<file path="src/design/nfca_pkg.sv">
// Package: constants, state type and helper of the next-fit channel allocator.
package nfca_pkg;

  localparam int NUM_CHANNELS_DEF = 128;
  localparam int CHANNEL_W        = 7;
  localparam int WORD_BITS        = 8;
  localparam int WORD_OFF_W       = 3;

  localparam logic OP_ALLOC   = 1'b0;
  localparam logic OP_RELEASE = 1'b1;

  typedef enum logic [1:0] {
    ST_IDLE,
    ST_REL,
    ST_SCAN
  } state_t;

  // Position of the lowest set bit; zero when none is set.
  function automatic logic [WORD_OFF_W-1:0] lowest_set(input logic [WORD_BITS-1:0] v);
    logic [WORD_OFF_W-1:0] idx;
    idx = '0;
    for (int i = WORD_BITS - 1; i >= 0; i--) begin
      if (v[i]) begin
        idx = WORD_OFF_W'(i);
      end
    end
    return idx;
  endfunction

endpackage

</file>
<file path="src/design/next_fit_channel_allocator.sv">
// Top level: next-fit channel allocator over a busy bitmap held in a word memory.
//
// Usage
//   Command channel: present op and channel with start high; the word is taken at a
//   rising edge where start is high and busy is low. op = allocate ignores channel;
//   op = release frees the named channel (a number at or above NUM_CHANNELS is ignored).
//   Result channel: done is high for exactly one cycle with granted and channel_out.
//   The receiver cannot stall; every result must be taken in its one cycle.
// Timing
//   The bitmap sits in a memory of eight-channel rows, one row read per cycle, and a
//   single scan unit masks the row and picks its lowest free channel.
//   Release: the row is read into rd_data, then cleared in ST_REL and done registered
//   (an ignored channel is answered straight from idle). Allocate: ST_SCAN masks each
//   row in turn from the start row, until one has a free channel or the start row is
//   reached again, and answers with no grant when every channel is busy.
//   busy drops in the cycle that done is shown, so the next word can go in then.
// Reset
//   rst (synchronous) frees every channel through per-row valid bits, clears the
//   last-granted channel to 0 and returns the sequencer to idle; no sweep is needed.
module next_fit_channel_allocator import nfca_pkg::*; #(
  parameter int NUM_CHANNELS = NUM_CHANNELS_DEF
) (
  input  logic                 clk,
  input  logic                 rst,
  input  logic                 start,
  output logic                 busy,
  input  logic                 op,
  input  logic [CHANNEL_W-1:0] channel,
  output logic                 done,
  output logic                 granted,
  output logic [CHANNEL_W-1:0] channel_out
);

  localparam int NUM_WORDS = (NUM_CHANNELS + WORD_BITS - 1) / WORD_BITS;
  localparam int WA_W      = (NUM_WORDS > 1) ? $clog2(NUM_WORDS) : 1;
  localparam int CH_W      = $clog2(NUM_CHANNELS);
  localparam int CNT_W     = $clog2(NUM_WORDS + 1);

  // Sequencer registers
  state_t                state, state_next;
  logic [CNT_W-1:0]      visit, visit_next;        // rows examined so far in this scan
  logic [WA_W-1:0]       word_addr, word_addr_next; // row whose data is now in rd_data
  logic [WORD_OFF_W-1:0] bit_sel, bit_sel_next;    // scan start offset, or release bit
  logic [CH_W-1:0]       last_granted, last_next;
  logic                  done_next, granted_next;
  logic [CHANNEL_W-1:0]  channel_out_next;

  // Bitmap memory: one row of eight busy flags per entry, valid bits stand for reset
  logic [WORD_BITS-1:0]  mem [NUM_WORDS];
  logic [NUM_WORDS-1:0]  row_valid;
  logic [WORD_BITS-1:0]  rd_data;
  logic                  rd_ok;
  logic [WA_W-1:0]       rd_addr;
  logic                  wr_en;
  logic [WORD_BITS-1:0]  wr_data;

  // Scan unit signals
  logic [WORD_BITS-1:0]  row;
  logic [WORD_BITS-1:0]  cand;
  logic                  hit;
  logic [WORD_OFF_W-1:0] hit_bit;
  logic [CH_W-1:0]       found_pos;
  logic [CH_W-1:0]       start_pos;
  logic [WA_W-1:0]       addr_inc;
  logic                  rel_in_range;

  assign busy = (state != ST_IDLE);

  // Start one past the last grant, wrapping the top channel to zero
  assign start_pos = (last_granted == CH_W'(NUM_CHANNELS - 1)) ? '0 : last_granted + 1'b1;
  assign addr_inc  = (word_addr == WA_W'(NUM_WORDS - 1)) ? '0 : word_addr + 1'b1;
  assign rel_in_range = (int'(channel) < NUM_CHANNELS);

  // An unwritten row reads as all free
  assign row = rd_ok ? rd_data : '0;

  // Mask the row: in range, and on the first visit the part at or above the start,
  // on the closing visit of the start row only the part below it
  always_comb begin
    logic [WA_W+WORD_OFF_W-1:0] gidx;
    logic                       window;
    for (int b = 0; b < WORD_BITS; b++) begin
      gidx = {word_addr, WORD_OFF_W'(b)};
      if (visit == '0) begin
        window = (WORD_OFF_W'(b) >= bit_sel);
      end else if (visit == CNT_W'(NUM_WORDS)) begin
        window = (WORD_OFF_W'(b) < bit_sel);
      end else begin
        window = 1'b1;
      end
      cand[b] = ~row[b] & window & (int'(gidx) < NUM_CHANNELS);
    end
  end

  assign hit       = |cand;
  assign hit_bit   = lowest_set(cand);
  assign found_pos = CH_W'({word_addr, hit_bit});

  // Next state and datapath control
  always_comb begin
    state_next       = state;
    visit_next       = visit;
    word_addr_next   = word_addr;
    bit_sel_next     = bit_sel;
    last_next        = last_granted;
    rd_addr          = word_addr;
    wr_en            = 1'b0;
    wr_data          = row;
    done_next        = 1'b0;
    granted_next     = 1'b0;
    channel_out_next = '0;
    unique case (state)
      ST_IDLE: begin
        if (start) begin
          if (op == OP_RELEASE) begin
            if (rel_in_range) begin
              word_addr_next = WA_W'(channel >> WORD_OFF_W);
              bit_sel_next   = WORD_OFF_W'(channel);
              rd_addr        = WA_W'(channel >> WORD_OFF_W);
              state_next     = ST_REL;
            end else begin
              // drop the release, answer at once
              done_next = 1'b1;
            end
          end else begin
            word_addr_next = WA_W'(start_pos >> WORD_OFF_W);
            bit_sel_next   = WORD_OFF_W'(start_pos);
            visit_next     = '0;
            rd_addr        = WA_W'(start_pos >> WORD_OFF_W);
            state_next     = ST_SCAN;
          end
        end
      end
      ST_REL: begin
        wr_en      = 1'b1;
        wr_data    = row & ~(WORD_BITS'(1) << bit_sel);
        done_next  = 1'b1;
        state_next = ST_IDLE;
      end
      ST_SCAN: begin
        if (hit) begin
          wr_en            = 1'b1;
          wr_data          = row | (WORD_BITS'(1) << hit_bit);
          last_next        = found_pos;
          done_next        = 1'b1;
          granted_next     = 1'b1;
          channel_out_next = CHANNEL_W'(found_pos);
          state_next       = ST_IDLE;
        end else if (visit == CNT_W'(NUM_WORDS)) begin
          // every channel busy: answer with no grant
          done_next  = 1'b1;
          state_next = ST_IDLE;
        end else begin
          visit_next     = visit + 1'b1;
          word_addr_next = addr_inc;
          rd_addr        = addr_inc;
        end
      end
      default: begin
        state_next = ST_IDLE;
      end
    endcase
  end

  // Control state
  always_ff @(posedge clk) begin
    if (rst) begin
      state        <= ST_IDLE;
      last_granted <= '0;
      done         <= 1'b0;
      row_valid    <= '0;
    end else begin
      state        <= state_next;
      last_granted <= last_next;
      done         <= done_next;
      if (wr_en) begin
        row_valid[word_addr] <= 1'b1;
      end
    end
  end

  // Payload registers
  always_ff @(posedge clk) begin
    visit       <= visit_next;
    word_addr   <= word_addr_next;
    bit_sel     <= bit_sel_next;
    granted     <= granted_next;
    channel_out <= channel_out_next;
  end

  // Bitmap memory: one write, one registered read per cycle
  always_ff @(posedge clk) begin
    if (wr_en) begin
      mem[word_addr] <= wr_data;
    end
    rd_data <= mem[rd_addr];
    rd_ok   <= row_valid[rd_addr];
  end

endmodule

</file>
<file path="config.mk">
export PLATFORM = sky130hd
export DESIGN_NAME = next_fit_channel_allocator
export DESIGN_NICKNAME = d
export VERILOG_FILES = /design/src/design/nfca_pkg.sv /design/src/design/next_fit_channel_allocator.sv
export SDC_FILE = /design/constraint.sdc
export NUM_CORES = 1
export LEC_CHECK = 0
export BUFFER_PORTS_ARGS = -buffer_cell sky130_fd_sc_hd__buf_4
export CAP_MARGIN = 0
export CORE_ASPECT_RATIO = 0.8
export CORE_MARGIN = 1
export CORE_UTILIZATION = 42
export DETAILED_ROUTE_END_ITERATION = 7
export PLACE_DENSITY = 0.66
export SYNTH_ARGS = -nofsm -noshare
export SYNTH_HDL_FRONTEND = slang
export SYNTH_SLANG_ARGS = --single-unit
</file>
<file path="constraint.sdc">
create_clock -name clk -period 10.72 [get_ports clk]
set_clock_uncertainty 0.1 [all_clocks]
set_input_delay 0 -clock clk [delete_from_list [all_inputs] [get_ports clk]]
set_output_delay 0 -clock clk [all_outputs]
set_load 0.005 [all_outputs]
</file>
# == After elaboration in Yosys (flattened, before gate mapping) ==
# Memory sizes are Yosys's and may differ from the RTL's. A register that Yosys moved wholly into a read port is not among the register bits.
# Index checks and enable logic that the tools add are counted.
# classes
n_addsub,3
magnitude_cmp,19
n_eq_ne,10
shift,2
muxes,56
bitwise_logic,20
n_reduce_logical,10
# ops
op,n
2-to-1 mux 3 bit,9
2-to-1 mux 1 bit,23
2-to-1 mux 4 bit,5
2-to-1 mux 5 bit,4
2-to-1 mux 8 bit,2
bitwise OR 16 bit,1
one-hot mux 8 bit (2 select lines),1
"left shift 1 x 3 -> 8 bit, first input constant",2
"greater-or-equal comparator 3 bit, first input constant",4
"< comparator 3 bit, first input constant",4
"< comparator 4 x 5 -> 1 bit, second input constant",2
one-hot mux 5 bit (2 select lines),1
AND 1 bit,8
AND 8 bit,1
2-to-1 mux 2 bit,4
"!= test 2 bit, second input constant",4
NOT 1 bit,8
NOT 8 bit,1
bitwise OR 8 bit,1
one-hot mux 4 bit (2 select lines),1
OR reduction 8 bit,1
"adder 7 x 1 -> 7 bit, second input constant",1
"== test 7 bit, second input constant",1
2-to-1 mux 7 bit,1
other kinds (22),30
# word_totals
regBits,47
ramBits,128
input_bits,11
out_inout_bits,10
word_cells,131
mem_count,1
# memory_table
name,depth,word_bits,read_ports,rd_clocked_by_memory_dff,write_ports,line,rtl
mem,16,8,1,1,1,next_fit_channel_allocator.sv:49,logic [WORD_BITS-1:0] mem [NUM_WORDS];

# == Depth between registers and ports, before layout ==
# Gate-level depths: netlist (run 1).
# logic_depth
word_depth,16
ltp_mapped,15
mapped_depth_nobuf,11

# == Worst setup path before layout (run 1) ==
# No wires, ideal clock.
# synth_path
path_kind,register -> register
from,reg bit_sel[0]
to,"mem mem[0][0], enable pin"
setup_ns,0.383
arrival_ns,2.959
required_time_ns,10.237
path_slack_ns,7.278
path_stages_with_launch,14
path_buffers,3
period_less_slack_ns,3.442
cell_sequence,edfxtp_1 -> buf_2 -> o211a_1 -> o311ai_2 -> a21boi_1 -> o32ai_1 -> and2_1 -> nand2b_1 -> clkbuf_1 -> inv_1 -> o21a_1 -> clkbuf_1 -> nand2_1 -> nor3_1
# synth_via
elab_chain_len,9
word_cells_on_any_way,45
cone_classes,order compare (16); mux (20); bitwise (8); reduce/logical (1)
# synth_rtl
item,line,rtl
start: declaration,next_fit_channel_allocator.sv:43,"logic [WORD_OFF_W-1:0] bit_sel, bit_sel_next;"
start signal: assignment,next_fit_channel_allocator.sv:186,bit_sel <= bit_sel_next;
"< comparator 1 x 3 -> 1 bit, or another cell as far along",next_fit_channel_allocator.sv:87,window = (WORD_OFF_W'(b) < bit_sel);
2-to-1 mux 1 bit,next_fit_channel_allocator.sv:86,end else if (visit == CNT_W'(NUM_WORDS)) begin
2-to-1 mux 1 bit,next_fit_channel_allocator.sv:84,if (visit == '0) begin
AND 1 bit,next_fit_channel_allocator.sv:91,cand[b] = ~row[b] & window & (int'(gidx) < NUM_CHANNELS);
OR reduction 8 bit (*),next_fit_channel_allocator.sv:95,assign hit = |cand;
2-to-1 mux 1 bit (*),next_fit_channel_allocator.sv:141,if (hit) begin
one-hot mux 1 bit (2 select lines) (*),next_fit_channel_allocator.sv:112,unique case (state)
2-to-1 mux 1 bit (*),next_fit_channel_allocator.sv:193,if (wr_en) begin
2-to-1 mux 1 bit (implied by the code) (*),next_fit_channel_allocator.sv:194,mem[word_addr] <= wr_data;
end: declaration,next_fit_channel_allocator.sv:49,
# Every way passes the cells marked *; elsewhere a longest branch is shown, timed or not.

# == Worst setup path in the final report (run 1) ==
# layout_path
from,reg bit_sel[2]
to,reg rd_data[0] (read register of mem)
# layout_via
elab_chain_len,7
word_cells_on_any_way,43
cone_classes,order compare (16); mux (18); bitwise (8); reduce/logical (1)
# layout_rtl
item,line,rtl
"< comparator 1 x 3 -> 1 bit, or another cell as far along",next_fit_channel_allocator.sv:87,
2-to-1 mux 1 bit,next_fit_channel_allocator.sv:86,
2-to-1 mux 1 bit,next_fit_channel_allocator.sv:84,
AND 1 bit,next_fit_channel_allocator.sv:91,
OR reduction 8 bit (*),next_fit_channel_allocator.sv:95,
2-to-1 mux 4 bit (*),next_fit_channel_allocator.sv:141,
one-hot mux 4 bit (2 select lines) (*),next_fit_channel_allocator.sv:112,
end: declaration,next_fit_channel_allocator.sv:51,logic [WORD_BITS-1:0] rd_data;
# Marked as above.
# A chain may end at the register's enable or synchronous reset.

==> metrics.txt, run 1 <==
status complete, no violations; cell count after placement roughly 900; dpl ws 5.75 ns; worst setup margin 5.73 ns; vias in the first global route 5083; drt total wl 18.8 mm; Die X 158 um; initial core utilization 42.9%; Final HPWL DP 12.8 mm; Via Count 5484; post-synthesis register bit count 183; nature of the critical path startpoint flip-flop; dpl cell area approximately 0.0085 mm2; Syn Inst Count 651; core area 0.0190 mm2; # IOs 21; CTS tree done; Mean Syn Cell Area about 12 um2; initial DRC count 451; area delta synth->final 13.2%; PostCTS Resize Cnt 0; worst hold stages 4; Critical Path AT 5.19 ns; Syn Nets roughly 670; H-tree levels 4; Register-to-Register Path Depth 9; Period minus WS final ~5 ns; gr ovfl total 0; WL/cell 19.9 um; CTS Sinks 183; Fin. Hold Viols 0; leak pwr 3.35 nW; global-route wire length before repair approximately 29 mm; total power 1.67 mW; DIE AREA 0.0199 mm2; Clock transition at path regs 0.07 ns; antenna violations before repair 3; Seq/Total Area, Yosys 61.8%; Crit Path Max Fanout 60; CTS buffer count 17; Levels on crit path 9; GPL Wtd Cong 0.834; critical path capture point type flip-flop; ys async rst share 0%; Tot GR Track Use 20.0%; Most used DFF post-synth edfxtp_1; CP Cell Sequence a211o_1 > o311ai_2 > o32ai_1 > and2_1 > a221o_4 > buf_4 > mux2_2 > a22o_1 > or4_1; drt pass-1 iters 5; via-per-instance ratio 5.81; number of I/O port buffers 20; synth warn 0; Netlist cell types 64; Nets 693; final worst-path cycle share 46.5%; sum of buffers and inverters on the critical path 1; max capacitance violation total 0; Hold Crit Class input port to flip-flop; root buffer cell clkbuf_16; CP required 10.93 ns; normalized max-slew margin 11.8%; Non-Filler Instances 944; Slew Limit Fails 0; Final setup viols 0; EDFF count, synth 136; # DRC 0; Max VDD drop 0.000146 V; f_max 0.200 GHz; CP max stage cell o32ai_1; RSZ-0062 raised after global routing no; Power per Cell Area 181 mW/mm2; clk_lat worst skew 0.43 ns; synthesized cell area 0.00814 mm2; TNS Setup 0 ns; final instance area 0.00921 mm2; delay-heaviest family, CP compound AO/OA/AOI/OAI gates; Setup Buffers After CTS 0; die span in y 126 um; crit path kind flip-flop to flip-flop; FP Rows 45; largest net degree at the start of global routing 61; share of layout cells above drive strength 1 11.7%; post-route ant nets 0; Slew @ Worst Pin 1.31 ns; CTS Hold Bufs 13; slowest stage delay, CP between 1 and 1.5 ns; Longest Clk Path Bufs 2
[flip-flops by register name, indices dropped and copies added (netlist names)]
name and cells:
channel_out 7, mem 128, state 2, granted 1, last_granted 7, rd_ok 1
rd_data 8, bit_sel 3, row_valid 16, done 1, visit 5, word_addr 4
[cell families after synthesis]
logic type	share of synthesized area (%)
buffers and inverters	3.03
xor gates and xnor gates	1.29
adders and majority gates	1.54
and+or+nand+nor	11.0
AOI/OAI and AO/OA	11.9
muxes	9.44
DFF	61.8
[path summary, 6_finish.rpt]
path	slack (ns)	end	startpoint
max	5.73	rd_data[0]	bit_sel[2]
min	0.06	word_addr[3]	channel[6]
max reg2reg	5.73	rd_data[0]	bit_sel[2]
min reg2reg	0.38	row_valid[0]	row_valid[0]
[layout by cell type (no fill, tap or decap), types with 10 or more instances in the layout]
cell type      instances
buf_4                 24
mux2_2                10
ha_1                  10
nor2_1                54
nand2_1               39
o22ai_1               30
a31oi_1               18
clkbuf_16             17
nand3_1               18
o21ai_0               24
dfxtp_1               47
mux2i_1               55
a22o_1                10
edfxtp_1             136
a21oi_1               24
dlygate4sd3_1         13
inv_1                 15
[power breakdown]
part / total, mW / switching, mW / internal, mW
clock: 0.631 / 0.295 / 0.336
combinational: 0.229 / 0.134 / 0.0955
sequential: 0.809 / 0.0323 / 0.776
[cells in the mapped netlist (8+ instances only)]
library cell  instances  area [um2]
mux2i_1              55         551
nand2_1              39         146
a21oi_1              24         120
or4_1                 9        67.6
nand3_1              18        90.1
buf_2                 8        40.0
mux2_1                8        90.1
a31oi_1              18         113
ha_1                 10         125
and2_1                9        56.3
dfxtp_1              47         941
o22ai_1              30         188
nor2_1               54         203
nor3_1                8        40.0
o21ai_0              26         130
inv_1                15        56.3
a22o_1               10        87.6
mux2_2               10         113
edfxtp_1            136        4080
clkbuf_1             15        56.3
xnor2_1               8        70.1
[metal layers]
layer	wire length (um)	GRT usage, %	up-vias
li1	-	-	2524
met1	8770	28.9	2743
met4	338	6.51	2
met2	8400	29.3	190
met3	1310	5.06	25
met5	13	0	-
[through the flow]
| stage | utilization (%) | hold slack [ns] |
|---|---|---|
| after global placement | 44.6 | 0.239 |
| after detailed placement | 44.6 | 0.231 |
| final | 48.5 | 0.0567 |
| after global routing | 48.5 | 0.0934 |
| after floorplan | - | 0.0896 |
| after CTS | 48.5 | 0.0222 |
[worst min-delay path: cells and delay by family]
kind	cells	cell delay, ns
multiplexers	1	0.06
buffers and inverters	1	0.08
AO/OA/AOI/OAI	2	0.41
[cell type report]
cell class	instances	area [um2]
fill	1647	9770
sequential	183	5020
multi-input combinational	418	2880
clock buffer	17	425
tap	258	323
timing repair buffer	37	310
clock inverter	15	184
inverter	15	56.3
antenna	1	2.50
(Power assumes the default switching activity.)
==> run 2: changes to the inputs <==
ABC_AREA = 1   (was unset)
PLACE_DENSITY = 0.68   (was 0.66)
clock period = 4 ns   (was 10.72 ns; I/O delays follow)
==> run 2 against run 1 <==
- worst hold slack gained 0.12 ns
- sequential share of layout area down 3.7 points
- utilization up 0.49 points
- sequential power increased to 2.9 times the previous value
- global-route usage is 1.2 points higher
- first-iteration DRC count increased by 38%
- setup slack worse by 5.1 ns
- combinational power grew to 5.2 times the previous value
==> metrics.txt, run 2 <==
status complete, no violations; internal power 3.58 mW (+200%); Largest Register mem; Crit Path Max Fanout 8 (-87%); Tot GR Track Use 21.2% (+1.2 points); Seq/Total Area, Yosys 57.3% (-4.5 points); crit path to state[0]; worst setup margin 0.594 ns (-5.14 ns); Register-to-Register Path Depth 15 (+6); setup slack, reg-to-reg 0.59 ns (-5.14 ns); commonest non-fill, non-tap cell in the layout nand3_1; drt total wl 21.5 mm (+14%); Reg2Reg Capture Point state[0]; Syn Inst Count 940 (+44%); Clock transition at path regs 0.07 ns (about the same); slowest stage delay, CP 0.56 ns (-0.50 ns); Mean Syn Cell Area 9.33 um2 (-25%); Levels on crit path 15 (+6); sum of buffers and inverters on the critical path 3 (+2); CP required 4.22 ns (-6.71 ns); CTS buffer count 17 (unchanged); Synth area leader edfxtp_1; clock network power share 32.8% (-5.0 points); Longest Clk Path Bufs 2 (unchanged); dpl ws 0.669 ns (-5.08 ns); drt pass-1 iters 5 (unchanged); Netlist cell types 38 (-41%); GPL Wtd Cong 0.888 (+6.5%); max capacitance violation total 0 (unchanged); top cell type's share of synthesized area 46.6% (-3.6 points); initial DRC count 623 (+38%); CTS Sinks 183 (unchanged); synthesized cell area 0.00877 mm2 (+7.8%); Hold Crit Class input port to flip-flop; cell count after placement 1203 (+34%); PostCTS Resize Cnt 0 (unchanged); Critical Path Source visit[0]; Period minus WS final 3.41 ns (-1.58 ns); nature of the critical path startpoint flip-flop; normalized max-slew margin 55.4% (+44 points); Die X 164 um (+3.8%); antenna violations before repair 0 (-3); leak pwr 4.11 nW (+23%); Comb pwr share 22.9% (+9.2 points); DIE AREA 0.0215 mm2 (+7.7%); FP Rows 46 (+2.2%); Slew @ Worst Pin 0.669 ns (-0.646 ns); most common cell in the netlist nand3_1; Most used DFF post-synth edfxtp_1; TNS Setup 0 ns (unchanged); CP most frequent cell nand3_1; CP max stage cell dlygate4sd3_1; largest net degree at the start of global routing 61 (unchanged); dpl cell area 0.00915 mm2 (+8.1%); RR Startpoint visit[0]; biggest regs mem: 128 flops, row_valid: 16 flops, rd_data: 8 flops; global-route wire length before repair 34.4 mm (+18%); vias in the first global route 6203 (+22%); Fin. Hold Viols 0 (unchanged); # DRC 0 (unchanged); Final setup viols 0 (unchanged); CP Cell Sequence inv_1 > ha_1 > nand2_1 > nor2_4 > nand3_1 > nand3_1 > nand2_2 > nor2_4 > nand2_4 > nor2_1 > nand2_1 > nand3_1 > dlygate4sd3_1 > a21oi_1 > dlygate4sd3_1; core area 0.0201 mm2 (+6.2%); Critical Path AT 3.62 ns (-1.57 ns); final instance area 0.00988 mm2 (+7.2%); initial core utilization 43.5% (+0.66 points); H-tree levels 4 (unchanged); share of layout cells above drive strength 1 12.2% (+0.53 points); Post-synth top cells nand3_1, inv_1, nand2_1; total power 5.26 mW (+210%); root buffer cell clkbuf_16; f_max 0.294 GHz (+46%); switching pwr 1.67 mW (+260%); Final HPWL DP 13.7 mm (+7.1%); die span in y 131 um (+3.8%); EDFF count, synth 136 (unchanged); Setup Buffers After CTS 0 (unchanged); post-route ant nets 0 (unchanged); # IOs 21 (unchanged); gr ovfl total 0 (unchanged); final worst-path cycle share 85.1% (+39 points); critical path capture point type flip-flop; Largest register FFs 128 (unchanged); largest cells by area after synthesis edfxtp_1, nand3_1, dfxtp_1; Power per Cell Area 532 mW/mm2 (+190%); synth warn 0 (unchanged); via-per-instance ratio 5.26 (-9.4%); number of I/O port buffers 20 (unchanged); post-synthesis register bit count 183 (unchanged); area delta synth->final 12.6%; CTS tree done; RSZ-0062 raised after global routing no; Via Count 6561 (+20%); WL/cell 17.2 um (-14%); Net Sw Frac 31.8% (+4.2 points); diode count 0 (-1); clk_lat worst skew 0.43 ns (about the same); Non-Filler Instances 1247 (+32%); Syn Nets 961 (+43%); commonest non-fill, non-tap cells in the layout nand3_1, inv_1, nand2_1, edfxtp_1, dfxtp_1; Max VDD drop 0.000298 V (+100%); sequential share of power 44.3% (-4.1 points); ys async rst share 0% (unchanged); Nets 991 (+43%); delay-heaviest family, CP simple AND/OR/NAND/NOR gates; crit path kind flip-flop to flip-flop; Slew Limit Fails 0 (unchanged)
[run 2: stage by stage]
stage          hold slack, ns  utilization [%]
4_1_cts                 0.165             49.0
3_3_place_gp            0.181             45.4
6_report                0.178             49.0
5_1_grt                 0.213             49.0
3_5_place_dp            0.175             45.4
2_1_floorplan          0.0856                -
[run 2: repair_timing]
item,CTS,global route
setup endpoints to repair,0,0
hold buffers,12,0
hold endpoints to repair,32,0
[run 2: layout make-up]
cell class	instances	area [um2]
Timing Repair Buffer	53	440
Inverter	181	682
Multi-Input combinational cell	534	2800
Sequential cell	183	5020
Tap cell	264	330
Clock inverter	14	173
Fill cell	1850	10300
Clock buffer	18	429
[run 2: kinds of logic (layout without fill, tap and decap cells)]
group | Yosys count | after routing | synth area share, %
AO/OA/AOI/OAI | 74 | 74 | 4.77
AND/OR/NAND/NOR | 443 | 443 | 24.9
flip-flops | 183 | 183 | 57.3
adder cells (fa/ha/maj) | 10 | 10 | 1.43
XOR/XNOR | 7 | 7 | 0.699
buffers and inverters | 223 | 266 | 10.9
[run 2: worst register-to-register path, delay by kind of cell, from the launching register on]
kind | cells | cell delay, ns
simple gates | 10 | 1.25
buf+inv | 3 | 1.20
flops | 1 | 0.43
fa+ha+maj | 1 | 0.24
compound gates | 1 | 0.06
[run 2: per-layer routing]
metal / vias to the layer above / GRT usage [%] / share of wire (%)
met3: 23 / 5.81 / 8.4
met5: - / 0 / 0
met4: 0 / 5.56 / 1.5
met2: 249 / 30.6 / 44
li1: 3159 / - / -
met1: 3130 / 31.1 / 46
[run 2: worst min path at each step]
stage / from / endpoint / slack, ns / cells past startpoint
floorplan: channel[1] / bit_sel[1] / 0.09 / 2
global placement: channel[1] / bit_sel[1] / 0.18 / 3
detailed placement: channel[1] / bit_sel[1] / 0.18 / 3
CTS: channel[5] / word_addr[2] / 0.16 / 5
global route: channel[5] / word_addr[2] / 0.21 / 5
finish: channel[5] / word_addr[2] / 0.18 / 5
[run 2: power groups by stage]
stage / Sequential (mW) / Combinational (mW) / Clock [mW]
2_1_floorplan: 2.33 / 0.801 / 0
6_report: 2.33 / 1.20 / 1.73
5_1_grt: 2.33 / 1.32 / 1.82
3_3_place_gp: 2.36 / 1.16 / 0
4_1_cts: 2.32 / 1.19 / 1.75
3_5_place_dp: 2.36 / 1.17 / 0
